==> config.mk <==
export PLATFORM = sky130hd
export DESIGN_NAME = sliding_window_average
export DESIGN_NICKNAME = d
export VERILOG_FILES = /design/src/rtl/core/swa_pkg.sv /design/src/rtl/core/sliding_window_average.sv /design/src/rtl/core/swa_ram.sv /design/src/rtl/core/swa_dp.sv /design/src/rtl/core/swa_ctrl.sv
export SDC_FILE = /design/constraint.sdc
export NUM_CORES = 2
export LEC_CHECK = 0
export BUFFER_PORTS_ARGS = -buffer_cell sky130_fd_sc_hd__buf_2
export CORE_ASPECT_RATIO = 1.5
export CORE_MARGIN = 3
export CORE_UTILIZATION = 47
export DETAILED_ROUTE_END_ITERATION = 8
export HOLD_SLACK_MARGIN = 0.02
export PLACE_DENSITY = 0.74
export SLEW_MARGIN = 0
export SYNTH_ARGS = -nofsm -noshare
export SYNTH_HDL_FRONTEND = slang
export SYNTH_SLANG_ARGS = --single-unit
==> constraint.sdc <==
create_clock -name clk_i -period 3.7 [get_ports clk_i]
set_clock_uncertainty 0.05 [all_clocks]
set_input_delay 0.37 -clock clk_i [delete_from_list [all_inputs] [get_ports clk_i]]
set_output_delay 0.37 -clock clk_i [all_outputs]
set_load 0.02 [all_outputs]
==> src/rtl/core/swa_pkg.sv <==
package swa_pkg;

  localparam int unsigned PriceW  = 32;
  localparam int unsigned WinLenW = 7;
  localparam logic [WinLenW-1:0] WinLenReset = 7'd8;

  typedef enum logic [2:0] {
    ST_IDLE,
    ST_SUB,
    ST_ADD,
    ST_DIV,
    ST_DONE
  } swa_state_e;

  // controller -> datapath
  typedef struct packed {
    logic latch_in;   // take the input beat, read the slot it lands in
    logic sub_old;    // drop the overwritten sample, store the new one
    logic add_new;    // add the new sample, advance slot and count
    logic div_step;   // one quotient bit
    logic load_out;   // move the quotient into the output register
  } swa_cmd_t;

  // datapath -> controller
  typedef struct packed {
    logic div_last;
  } swa_status_t;

endpackage

==> src/rtl/core/sliding_window_average.sv <==
// Moving average of unsigned Q16.16 price samples. Each accepted price beat
// is stored in a ring of window_length entries (zero acts as one, values above
// MAX_WINDOW act as MAX_WINDOW) and yields one result beat: the number of
// samples now held and the truncated mean of them. A new sample is accepted only
// after the last one has passed the SUB, ADD, DIV and DONE states, DIV being
// the radix-2 restoring divider, one quotient bit per cycle over the
// running-sum width. A finished result sits in an output register, so the
// next sample is taken while it waits. Writing window_length empties the
// window; write it only while the block is idle.
module sliding_window_average #(
  parameter int unsigned MAX_WINDOW = 64,
  localparam int unsigned CntW = $clog2(MAX_WINDOW + 1)
) (
  input  logic                        clk_i,
  input  logic                        rst_ni,
  input  logic                        cfg_we_i,
  input  logic [swa_pkg::WinLenW-1:0] cfg_wdata_i,
  input  logic                        price_valid_i,
  output logic                        price_ready_o,
  input  logic [swa_pkg::PriceW-1:0]  price_i,
  output logic                        result_valid_o,
  input  logic                        result_ready_i,
  output logic [CntW-1:0]             sample_count_o,
  output logic [swa_pkg::PriceW-1:0]  average_o
);

  swa_pkg::swa_cmd_t    cmd;
  swa_pkg::swa_status_t status;

  swa_ctrl u_ctrl (
    .clk_i          (clk_i),
    .rst_ni         (rst_ni),
    .price_valid_i  (price_valid_i),
    .price_ready_o  (price_ready_o),
    .result_valid_o (result_valid_o),
    .result_ready_i (result_ready_i),
    .status_i       (status),
    .cmd_o          (cmd)
  );

  swa_dp #(
    .MAX_WINDOW (MAX_WINDOW)
  ) u_dp (
    .clk_i          (clk_i),
    .rst_ni         (rst_ni),
    .cfg_we_i       (cfg_we_i),
    .cfg_wdata_i    (cfg_wdata_i),
    .price_i        (price_i),
    .cmd_i          (cmd),
    .status_o       (status),
    .sample_count_o (sample_count_o),
    .average_o      (average_o)
  );

endmodule

==> src/rtl/core/swa_ram.sv <==
module swa_ram #(
  parameter int unsigned Width = 32,
  parameter int unsigned Depth = 64
) (
  input  logic                     clk_i,
  input  logic                     we_i,
  input  logic [$clog2(Depth)-1:0] waddr_i,
  input  logic [Width-1:0]         wdata_i,
  input  logic                     re_i,
  input  logic [$clog2(Depth)-1:0] raddr_i,
  output logic [Width-1:0]         rdata_o
);

  logic [Width-1:0] mem_q [Depth];
  logic [Width-1:0] rdata_q;

  always_ff @(posedge clk_i) begin
    if (we_i) begin
      mem_q[waddr_i] <= wdata_i;
    end
    if (re_i) begin
      rdata_q <= mem_q[raddr_i];
    end
  end

  assign rdata_o = rdata_q;

endmodule

==> src/rtl/core/swa_dp.sv <==
module swa_dp #(
  parameter int unsigned MAX_WINDOW = 64,
  localparam int unsigned SlotW = $clog2(MAX_WINDOW),
  localparam int unsigned CntW  = $clog2(MAX_WINDOW + 1),
  localparam int unsigned SumW  = swa_pkg::PriceW + SlotW
) (
  input  logic                          clk_i,
  input  logic                          rst_ni,
  input  logic                          cfg_we_i,
  input  logic [swa_pkg::WinLenW-1:0]   cfg_wdata_i,
  input  logic [swa_pkg::PriceW-1:0]    price_i,
  input  swa_pkg::swa_cmd_t             cmd_i,
  output swa_pkg::swa_status_t          status_o,
  output logic [CntW-1:0]               sample_count_o,
  output logic [swa_pkg::PriceW-1:0]    average_o
);

  localparam int unsigned DivCntW = $clog2(SumW);

  logic [swa_pkg::WinLenW-1:0] win_len_q;
  logic [SlotW-1:0]            wslot_q, wslot_d;
  logic [CntW-1:0]             fill_q, fill_d;
  logic [SumW-1:0]             sum_q, sum_d;
  logic [swa_pkg::PriceW-1:0]  price_q;
  logic [SumW-1:0]             dq_q, dq_d;
  logic [CntW-1:0]             rem_q, rem_d;
  logic [DivCntW-1:0]          div_cnt_q, div_cnt_d;
  logic [CntW-1:0]             cnt_out_q;
  logic [swa_pkg::PriceW-1:0]  avg_out_q;

  logic [CntW-1:0]             len;
  logic [SlotW-1:0]            slot_eff;
  logic [CntW-1:0]             slot_inc;
  logic [SumW-1:0]             sum_add;
  logic [swa_pkg::PriceW-1:0]  old_sample;
  logic [CntW:0]               trial;
  logic                        qbit;

  // zero means one sample, anything above the ring depth clamps to it
  always_comb begin
    if (win_len_q == '0) begin
      len = CntW'(1);
    end else if (32'(win_len_q) > MAX_WINDOW) begin
      len = CntW'(MAX_WINDOW);
    end else begin
      len = CntW'(win_len_q);
    end
  end

  assign slot_eff = (CntW'(wslot_q) >= len) ? '0 : wslot_q;
  assign slot_inc = CntW'(wslot_q) + CntW'(1);
  assign sum_add  = sum_q + SumW'(price_q);

  assign trial = {rem_q, dq_q[SumW-1]};
  assign qbit  = (trial >= {1'b0, fill_q});

  swa_ram #(
    .Width (swa_pkg::PriceW),
    .Depth (MAX_WINDOW)
  ) u_ring (
    .clk_i   (clk_i),
    .we_i    (cmd_i.sub_old),
    .waddr_i (wslot_q),
    .wdata_i (price_q),
    .re_i    (cmd_i.latch_in),
    .raddr_i (slot_eff),
    .rdata_o (old_sample)
  );

  always_comb begin
    wslot_d   = wslot_q;
    fill_d    = fill_q;
    sum_d     = sum_q;
    dq_d      = dq_q;
    rem_d     = rem_q;
    div_cnt_d = div_cnt_q;
    if (cmd_i.latch_in) begin
      wslot_d = slot_eff;
      if (fill_q > len) begin
        fill_d = len;
      end
    end
    if (cmd_i.sub_old && (fill_q == len)) begin
      sum_d = sum_q - SumW'(old_sample);
    end
    if (cmd_i.add_new) begin
      sum_d     = sum_add;
      dq_d      = sum_add;
      rem_d     = '0;
      div_cnt_d = '0;
      wslot_d   = (slot_inc >= len) ? '0 : SlotW'(slot_inc);
      if (fill_q < len) begin
        fill_d = fill_q + CntW'(1);
      end
    end
    if (cmd_i.div_step) begin
      rem_d     = qbit ? CntW'(trial - {1'b0, fill_q}) : CntW'(trial);
      dq_d      = {dq_q[SumW-2:0], qbit};
      div_cnt_d = div_cnt_q + DivCntW'(1);
    end
    // a register write empties the window
    if (cfg_we_i) begin
      wslot_d = '0;
      fill_d  = '0;
      sum_d   = '0;
    end
  end

  always_ff @(posedge clk_i or negedge rst_ni) begin
    if (!rst_ni) begin
      win_len_q <= swa_pkg::WinLenReset;
      wslot_q   <= '0;
      fill_q    <= '0;
      sum_q     <= '0;
      div_cnt_q <= '0;
    end else begin
      if (cfg_we_i) begin
        win_len_q <= cfg_wdata_i;
      end
      wslot_q   <= wslot_d;
      fill_q    <= fill_d;
      sum_q     <= sum_d;
      div_cnt_q <= div_cnt_d;
    end
  end

  always_ff @(posedge clk_i) begin
    if (cmd_i.latch_in) begin
      price_q <= price_i;
    end
    dq_q  <= dq_d;
    rem_q <= rem_d;
    if (cmd_i.load_out) begin
      cnt_out_q <= fill_q;
      avg_out_q <= dq_q[swa_pkg::PriceW-1:0];
    end
  end

  assign status_o.div_last = (div_cnt_q == DivCntW'(SumW - 1));
  assign sample_count_o    = cnt_out_q;
  assign average_o         = avg_out_q;

endmodule

==> src/rtl/core/swa_ctrl.sv <==
module swa_ctrl (
  input  logic                 clk_i,
  input  logic                 rst_ni,
  input  logic                 price_valid_i,
  output logic                 price_ready_o,
  output logic                 result_valid_o,
  input  logic                 result_ready_i,
  input  swa_pkg::swa_status_t status_i,
  output swa_pkg::swa_cmd_t    cmd_o
);

  swa_pkg::swa_state_e state_q, state_d;
  logic                out_valid_q, out_valid_d;
  logic                out_free;

  assign out_free = !out_valid_q || result_ready_i;

  always_comb begin
    state_d = state_q;
    case (state_q)
      swa_pkg::ST_IDLE: begin
        if (price_valid_i) begin
          state_d = swa_pkg::ST_SUB;
        end
      end
      swa_pkg::ST_SUB: state_d = swa_pkg::ST_ADD;
      swa_pkg::ST_ADD: state_d = swa_pkg::ST_DIV;
      swa_pkg::ST_DIV: begin
        if (status_i.div_last) begin
          state_d = swa_pkg::ST_DONE;
        end
      end
      swa_pkg::ST_DONE: begin
        if (out_free) begin
          state_d = swa_pkg::ST_IDLE;
        end
      end
      default: state_d = swa_pkg::ST_IDLE;
    endcase
  end

  always_comb begin
    cmd_o         = '0;
    price_ready_o = 1'b0;
    case (state_q)
      swa_pkg::ST_IDLE: begin
        price_ready_o   = 1'b1;
        cmd_o.latch_in  = price_valid_i;
      end
      swa_pkg::ST_SUB:  cmd_o.sub_old  = 1'b1;
      swa_pkg::ST_ADD:  cmd_o.add_new  = 1'b1;
      swa_pkg::ST_DIV:  cmd_o.div_step = 1'b1;
      swa_pkg::ST_DONE: cmd_o.load_out = out_free;
      default: begin
        cmd_o         = '0;
        price_ready_o = 1'b0;
      end
    endcase
  end

  // hold the result until the sink takes it
  always_comb begin
    out_valid_d = out_valid_q;
    if (cmd_o.load_out) begin
      out_valid_d = 1'b1;
    end else if (result_ready_i) begin
      out_valid_d = 1'b0;
    end
  end

  always_ff @(posedge clk_i or negedge rst_ni) begin
    if (!rst_ni) begin
      state_q     <= swa_pkg::ST_IDLE;
      out_valid_q <= 1'b0;
    end else begin
      state_q     <= state_d;
      out_valid_q <= out_valid_d;
    end
  end

  assign result_valid_o = out_valid_q;

endmodule

==> flow_summary.toml <==
[place]
gp_congestion = 0.9408
dp_hpwl_um = 182100
dp_cells = 9435
numPortBuffers = 84

[global_routing]
grt_pass1_wl_um = 419800
grt_usage_pct = 28.19
grt_pass1_vias = 62255
antenna_found_initial = 19
grt_remaining_overflow = 0
grt_max_degree = 211

[clock_network]
tritoncts = "done"
clkSinkCount = 2264
htreeDepth = 4
cts_buffer_depth = 4
clkTransAtPathRegs_ps = 70
cts_root_buf = "clkbuf_16"
cts_buffers = 202
clk_latency_ps = 880

[layout]
final_util_pct = 55.83
fin_nets = 7263
mostFrequentLayoutCell = "edfxtp_1"
num-fill-cells = 14770
layout_common_cells = "2196 x edfxtp_1, 569 x nand2_1, 561 x a21oi_1"
area_delta_synth_final_pct = 17.90
drive_gt1_share_pct = 17.76
instances_no_fill = 9901

[worst_setup_path]
critPathMaxFanout = 11
critical_path_class = "reg -> reg"
arrival_ps = 4400
reg2reg_to = "u_dp.u_ring.rdata_o[19]"
rr_worst_depth = 17
start_kind = "flop"
critPathRequiredTime_ps = 4250
r2r_start = "u_dp.win_len_q[3]"
crit_path_end_kind = "flop"
reg2reg_slack_ps = -150
worstSetupStartpoint = "u_dp.win_len_q[3]"

[floorplan]
die_area_um2 = 203400
die_x_um = 369.3
start_util_pct = 47.35
core-area_um2 = 196500
ios = 85
die_h_um = 550.9
placementRows = 199

[timing]
tightest_slew_ps = 1410
slew-limit-headroom_pct = 5.768
finalCriticalPeriod_ps = 3853
final_hold_viol_count = 0
setup_viol = 28
grt_setup_unrepaired = "yes"
fin_hold_ws_ps = 124.6
slew_violations = 0
layout_setup_ws_ps = -153.2
max_freq_ghz = 0.2595
finalCritPeriodShare_pct = 104.1

[logic_synthesis]
yosys-mux-area-fraction_pct = 1.258
post_synth.cell_area_avg_um2 = 13.90
synth-seq-cells = 2264
async_flop_share_pct = 3.004
synth-edff-count = 2196
synth_top_family_by_area = "compound AO/OA/AOI/OAI gates"
synthAdderAreaFrac_pct = 1.342
ys_types = 85
syn-instance-count = 6690
synth_area_um2 = 93020
syn-num-nets = 6832
yosysSeqAreaShare_pct = 72.72
synthSimpleGateAreaFrac_pct = 9.334
synth-compound-area-share_pct = 12.43
ys.flop_type = "edfxtp_1"
synth_xor_area_share_pct = 0.6685
yosysWarnings = 0

[detailed_routing]
detail_route.vias_per_cell = 6.454
drtAntennaViolNets = 0
wl_per_cell_um = 30.19
drc = 0
routed_wl_um = 298900
vias = 63902
dr.pass1.iters = 6
first_iter_violations = 8811

[power_and_ir_drop]
leakage_nw = 36.36
finalPower_mw = 58.41
vdd_drop_max_mv = 0.3956
power_density_nw_per_um2 = 532.6

[run]
maxCapViolations = 0

[hold_path]
hold_class = "in -> async"

[run_status]
status = "finished, violations left"
failed_checks = "negative setup slack"
## sequential cells by signal (all words and copies together), names as in the netlist
name                   count
u_dp.div_cnt_q             6
u_ctrl.result_valid_o      1
u_dp.rem_q                 7
u_dp.u_ring.rdata_o       32
u_dp.wslot_q               6
u_dp.fill_q                7
u_dp.price_q              32
u_dp.average_o            32
u_dp.win_len_q             7
u_dp.u_ring.mem_q       2048
u_dp.sample_count_o        7
u_ctrl.state_q             3
u_dp.dq_q                 38
u_dp.sum_q                38
## metrics by stage
stage	worst slack [ps]	TNS, ps	area, µm²
2_1_floorplan	-121.8	-119020	93050
3_5_place_dp	-851.3	-12300	100900
6_report	-153.2	-1987	109700
5_1_grt	-202.3	-4111	109600
3_3_place_gp	-1198	-12960	100800
4_1_cts	-64.55	-342.6	108400
## metal layers
metal | share of wire, % | vias up | GRT usage (%) | wire [µm]
li1 | - | 26689 | - | -
met1 | 32 | 31399 | 32.56 | 97110
met2 | 47 | 4638 | 45.48 | 139400
met3 | 11 | 1162 | 6.501 | 33970
met4 | 9.5 | 14 | 22.06 | 28280
met5 | 0.068 | - | 0 | 203
## worst max-delay path, stage by stage, from the launching register on
cell      delay, ps
dfstp_2         540
nor3_2           50
a21oi_1         160
nor2_1           90
ha_1            340
nor2b_4         160
o21ai_4         110
a211oi_4        290
buf_12          170
nand2_8          90
buf_12          240
buf_8           170
o22ai_2         180
or3_4           160
a21oi_2          60
nor4_4          420
buf_4           220
o22ai_1          90
## power by group
| part | total, mW | switching (mW) | internal (mW) |
|---|---|---|---|
| clock | 20.5 | 9.32 | 11.2 |
| combinational | 9.03 | 5.73 | 3.29 |
| sequential | 28.9 | 0.426 | 28.5 |
## cells in the mapped netlist (all sizes together), types with 62 or more instances
cell	count	share of area [%]
edfxtp	2196	71
nand3	133	0.72
o211ai	145	1.2
ha	95	1.3
a21o	102	0.82
buf	135	0.68
and2	75	0.50
a211oi	181	1.5
inv	64	0.26
nor2	629	2.5
dfrtp	67	1.8
o21ai	211	1.2
and3	76	0.51
nand2	574	2.3
clkbuf	323	1.3
a21oi	587	3.2
o221ai	97	0.91
nor3	118	0.63
o221a	62	0.75
or3	164	1.1
o22ai	128	0.86
## cell type report
| type | count | area, µm² | area share (%) |
|---|---|---|---|
| sequential | 2264 | 67650 | 61.68 |
| multi-input combinational | 3904 | 24950 | 22.75 |
| timing repair buffer | 685 | 7239 | 6.601 |
| clock buffer | 247 | 5265 | 4.801 |
| tap | 2613 | 3269 | 2.981 |
| clock inverter | 110 | 1018 | 0.9286 |
| inverter | 64 | 247.7 | 0.2259 |
| antenna | 14 | 35.03 | 0.03194 |
## what timing repair did
action | CTS | global route
hold endpoints to repair | 116 | 0
setup endpoints to repair | 32 | 36
cloned | 6 | 13
setup buffers | 13 | 21
pin swaps | 16 | 46
resized for setup | 99 | 130
hold buffers | 43 | 0
## worst max-delay path by stage
stage | to
global route | u_dp.u_ring.rdata_o[19]
floorplan | u_dp.u_ring.mem_q[55][0]
detailed placement | u_dp.u_ring.rdata_o[16]
finish | u_dp.u_ring.rdata_o[19]
CTS | u_dp.u_ring.rdata_o[14]
global placement | u_dp.u_ring.rdata_o[3]
## logic make-up (layout without fill, tap and decap cells)
kind of cell | Yosys count | after routing
XOR/XNOR | 71 | 71
flip-flops | 2264 | 2264
adder cells (fa/ha/maj) | 98 | 98
AO/OA/AOI/OAI | 1749 | 1749
buffers and inverters | 522 | 1106
multiplexers | 77 | 77
AND/OR/NAND/NOR | 1909 | 1909
other | 0 | 14
No activity file was read; power rests on OpenSTA's default activity.
